--- src/rtl/pfbrp_ram.sv ---
`timescale 1ns / 1ps
// ----------------------------------------------------------------------------
// pfbrp_ram
// Generic single-write, single-read synchronous RAM with registered read.
// ----------------------------------------------------------------------------
module pfbrp_ram #(
  parameter int unsigned Width = 8,
  parameter int unsigned Depth = 16
) (
  input  logic                     clk_i,
  input  logic                     we_i,
  input  logic [$clog2(Depth)-1:0] waddr_i,
  input  logic [Width-1:0]         wdata_i,
  input  logic                     re_i,
  input  logic [$clog2(Depth)-1:0] raddr_i,
  output logic [Width-1:0]         rdata_o
);

  logic [Width-1:0] mem [Depth];
  logic [Width-1:0] rdata_q;

  always_ff @(posedge clk_i) begin
    if (we_i) begin
      mem[waddr_i] <= wdata_i;
    end
    if (re_i) begin
      rdata_q <= mem[raddr_i];
    end
  end

  assign rdata_o = rdata_q;

endmodule

--- config.mk ---
export PLATFORM = sky130hd
export DESIGN_NAME = pfbrp_ram
export DESIGN_NICKNAME = d
export VERILOG_FILES = /design/src/rtl/pfbrp_ram.sv
export SDC_FILE = /design/constraint.sdc
export NUM_CORES = 1
export LEC_CHECK = 0
export BUFFER_PORTS_ARGS = -buffer_cell sky130_fd_sc_hd__buf_2
export CAP_MARGIN = 20
export CORE_UTILIZATION = 23
export DETAILED_ROUTE_END_ITERATION = 16
export SETUP_SLACK_MARGIN = 0.02
export SYNTH_ARGS = -nofsm -noshare
export SYNTH_HDL_FRONTEND = slang
export SYNTH_SLANG_ARGS = --single-unit
--- constraint.sdc ---
create_clock -name clk_i -period 5.5 [get_ports clk_i]
set_input_delay 1.1 -clock clk_i [delete_from_list [all_inputs] [get_ports clk_i]]
set_output_delay 1.1 -clock clk_i [all_outputs]
set_load 0.02 [all_outputs]
# --- After elaboration in Yosys (flattened, before gate mapping) ---
# Memory sizes are Yosys's and may differ from the RTL's. A register that Yosys moved wholly into a read port is not among the register bits.
# Index checks and enable logic that the tools add are counted.
# Widths: inputs -> output; s select.
classes:
  muxes: 2
ops:
  columns: ["cell", "count"]
  rows:
  - ["$mux 1", 2]
totals:
  ff_bits: 0
  mem_bits_rw: 128
  in_bits: 19
  output_inout_bits: 8
  n_memories: 1
memory_table:
  columns: ["memory", "words", "word_bits", "read_ports", "rd_clocked_by_memory_dff", "wr", "line", "text"]
  rows:
  - ["mem", 16, 8, 1, 1, 1, "19", "logic [Width-1:0] mem [Depth];"]

# --- Depth between registers and ports, before layout ---
logic_depth:
  depth_word: 2
  depth_mapped: 5
  mapped_depth_nobuf: 3

# --- Least setup slack after synthesis ---
# OpenSTA, ideal clock, no wires.
synth_timing:
  kind: "input to register"
  from: "input waddr_i[2]"
  to: "memory mem[0][0], enable pin"
  setup_time_ns: 0.383
  arrival_ns: 2.210
  slack_ns: 2.907
  stages: 2
  path_cell_list: "or3b_2 -> nor3_1"
synth_rtl:
  columns: ["element", "line", "text"]
  rows:
  - ["start: declaration", "12", "input logic [$clog2(Depth)-1:0] waddr_i,"]
  - ["end: declaration", "19", null]
# Straight into the memory's write port.

# --- Final worst setup path ---
layout_timing:
  from: "input waddr_i[2]"
  to: "memory mem[0][5], enable pin"
# Straight into the memory's write port.

==> metrics <==
initial antenna violation count 6; PD cells ~360 mW/mm2; post-DP HPWL 6637 um; Final Hold Vio Count 0; DRC viols 4; port bufs 26; Fin Clk Skew 0.01608 ns; placement row count 54; Reg2Reg Capture Point rdata_o[4]$_DFFE_PP_; routed wl met3 729 um; Overall Power about 2.2 mW; largest net degree at the start of global routing 33; Clock Root Buffer clkbuf_16; endpoints failing setup 0; worst-path fanout max 5; CP startpoint kind input pin; Via-to-Cell Ratio 4.292; Seq/Total Area, Yosys 0.7812; worst-skew pair later-pin latency between 0.4 and 0.5 ns; Leak Pwr 1.961 nW; DR pass1 iterations 10; Placer Congestion 0.7377; top_reg_cell synth edfxtp_1; family with the most delay on the worst path simple AND/OR/NAND/NOR gates; critical path type input pin to register; Bufs and invs on worst path 2; Chip Width 152.8 um; synth cell count leaders edfxtp_1, mux4_2, a22oi_1; R2R cell count 3; max cap viols 0; area leader, netlist edfxtp_1; postcts setup bufs 0; design area 0.006153 mm2; Post-synth ARST share 0; Period minus WS final about 2.5 ns; post-synthesis area per instance between 20 and 25 um2; max-slew headroom at the worst pin 0.2979; die area between 0.02 and 0.025 mm2; Worst Setup SP waddr_i[2]; Required @ worst endpoint between 5 and 6 ns; maximum clock path buffer count 2; Setup crit end mem[0][5]$_DFFE_PP_; first-pass GRT wire length 15860 um; core area 0.02203 mm2; remaining global-route overflow 0; share of layout cells above drive strength 1 0.2527; worst path cell trace buf_2, or3b_2, nor3_1, buf_4; cts bufs inserted 17; run status finished with violations; highest metal used met5; worst hold path class register to register; YS warnings 0; routed len/inst 18.75 um; I/O pin count 27; aggregate global-route resource usage 0.09630; vias after detailed routing 2408; Post-synth EDFFs 136; R2R Setup Slk 3.97 ns; fill count 2152; largest cells by area after synthesis edfxtp_1, mux4_2, mux4_1; Crit-path slowest cell nor3_1; failing checks DRC; Yosys top cell area share 0.7812; achievable frequency just over 400 MHz; Worst path depth 4; CP arrival 2.58 ns; Die Ht 152.8 um; CTS H-Tree Depth 4; post-synthesis cell area roughly 0.0052 mm2; post_cts resized 0; worst slew pin tran 1.049 ns; #FFs+latches synth 136; setup_tns 0 ns; post-cts hold buffer count 0; Final #Nets 286; clock sinks 136; vias in the first global route 2539; Iteration-0 DRC Markers 177; wire length on met2 4856 um; net count after synthesis 248; crit end category register; placed inst area 0.005647 mm2; maximum VDD drop 0.2143 mV; Initial Utilization 0.2373; count leader, synth edfxtp_1; Post-Synthesis Cells 229; post-route ant nets 0; Unique masters post-synth 18; Reg2Reg Launch Point mem[0][4]$_DFFE_PP_; Tcrit/Tclk final 0.4481; RSZ-0062 raised after global routing false; max incr delay on CP 0.55 ns; DRT Wirelength between 10000 and 15000 um; max-slew violation total from the final report 0; CTS tree yes; clock slew at reported path FFs approximately 0.050 ns; Post-Route M1 WL 4802 um; Layout area overhead 17.71%
==> layout by cell type (no fill, tap or decap) <==
| cell | count |
|---|---|
| or3b_2 | 1 |
| mux4_1 | 14 |
| a22oi_1 | 16 |
| clkinvlp_4 | 1 |
| buf_12 | 1 |
| clkinv_2 | 2 |
| nor3_1 | 2 |
| clkbuf_16 | 17 |
| nand3b_1 | 2 |
| mux4_2 | 18 |
| diode_2 | 4 |
| nand3_1 | 1 |
| buf_4 | 2 |
| edfxtp_1 | 136 |
| nand2b_1 | 2 |
| clkbuf_1 | 5 |
| nand2_1 | 9 |
| nor2b_1 | 1 |
| nor3_2 | 2 |
| nor2_1 | 13 |
| clkinv_1 | 4 |
| and2b_1 | 1 |
| buf_2 | 26 |
| and2_1 | 1 |
==> sequential cells by signal, indices dropped and copies added, names as in the netlist <==
register	cells
mem	128
rdata_o	8
==> cell type report <==
class | instances | area, um2 | share of cell area
diodes | 4 | 10.01 | 0.001627
flip-flops and latches | 136 | 4084 | 0.6637
clock inverters | 7 | 32.53 | 0.005287
multi-input cells | 83 | 1067 | 0.1734
repair buffers | 29 | 165.2 | 0.02684
clock buffers | 22 | 444.2 | 0.07218
well taps | 280 | 350.3 | 0.05693
==> per-layer routing <==
metal	vias up	global-route usage
met2	70	0.1402
met4	4	0.03608
met3	13	0.04807
met5	-	0
li1	1060	-
met1	1261	0.1221
==> report_power, final <==
group / leakage (nW) / internal [mW] / total, mW / switching [mW]
sequential: 1.24 / 1.17 / 1.17 / 0.00572
combinational: 0.495 / 0.0420 / 0.108 / 0.0664
clock: 0.230 / 0.558 / 0.930 / 0.372
total: 1.96 / 1.77 / 2.21 / 0.445
==> worst min-delay path by stage <==
stage                                     from                    to  slack, ns  depth (start not counted)
final                     mem[12][2]$_DFFE_PP_  rdata_o[2]$_DFFE_PP_       0.75                          3
after global placement     mem[8][5]$_DFFE_PP_  rdata_o[5]$_DFFE_PP_       0.73                          3
after global routing      mem[15][0]$_DFFE_PP_  rdata_o[0]$_DFFE_PP_       0.77                          3
after floorplan            mem[7][0]$_DFFE_PP_  rdata_o[0]$_DFFE_PP_       0.70                          3
after detailed placement  mem[11][3]$_DFFE_PP_  rdata_o[3]$_DFFE_PP_       0.74                          3
after CTS                 mem[15][0]$_DFFE_PP_  rdata_o[0]$_DFFE_PP_       0.75                          3
==> per-stage QoR <==
step / worst slack [ns] / instances / hold slack (ns) / utilization
after floorplan: 2.907 / 229 / 0.7048 / -
after global placement: 2.228 / 527 / 0.7328 / 0.2564
after detailed placement: 2.176 / 527 / 0.7409 / 0.2564
after CTS: 2.609 / 556 / 0.7550 / 0.2780
after global routing: 2.992 / 557 / 0.7709 / 0.2789
final: 3.035 / 561 / 0.7486 / 0.2794
==> worst register-to-register path, cell delays in order (launching register included) <==
cell and delay, ns:
edfxtp_1 0.37, mux4_2 0.45, a22oi_1 0.34, nand2_1 0.09
==> cell families (layout without fill, tap and decap cells) <==
family / Yosys count / count (layout) / share of synthesized area
buffers and inverters: 10 / 58 / 0.01651
flip-flops: 136 / 136 / 0.7812
multiplexers: 32 / 32 / 0.1479
other: 0 / 4 / 0
AND/OR/NAND/NOR: 35 / 35 / 0.03136
AO/OA/AOI/OAI: 16 / 16 / 0.02298
Power figures use the tool's default switching activity.
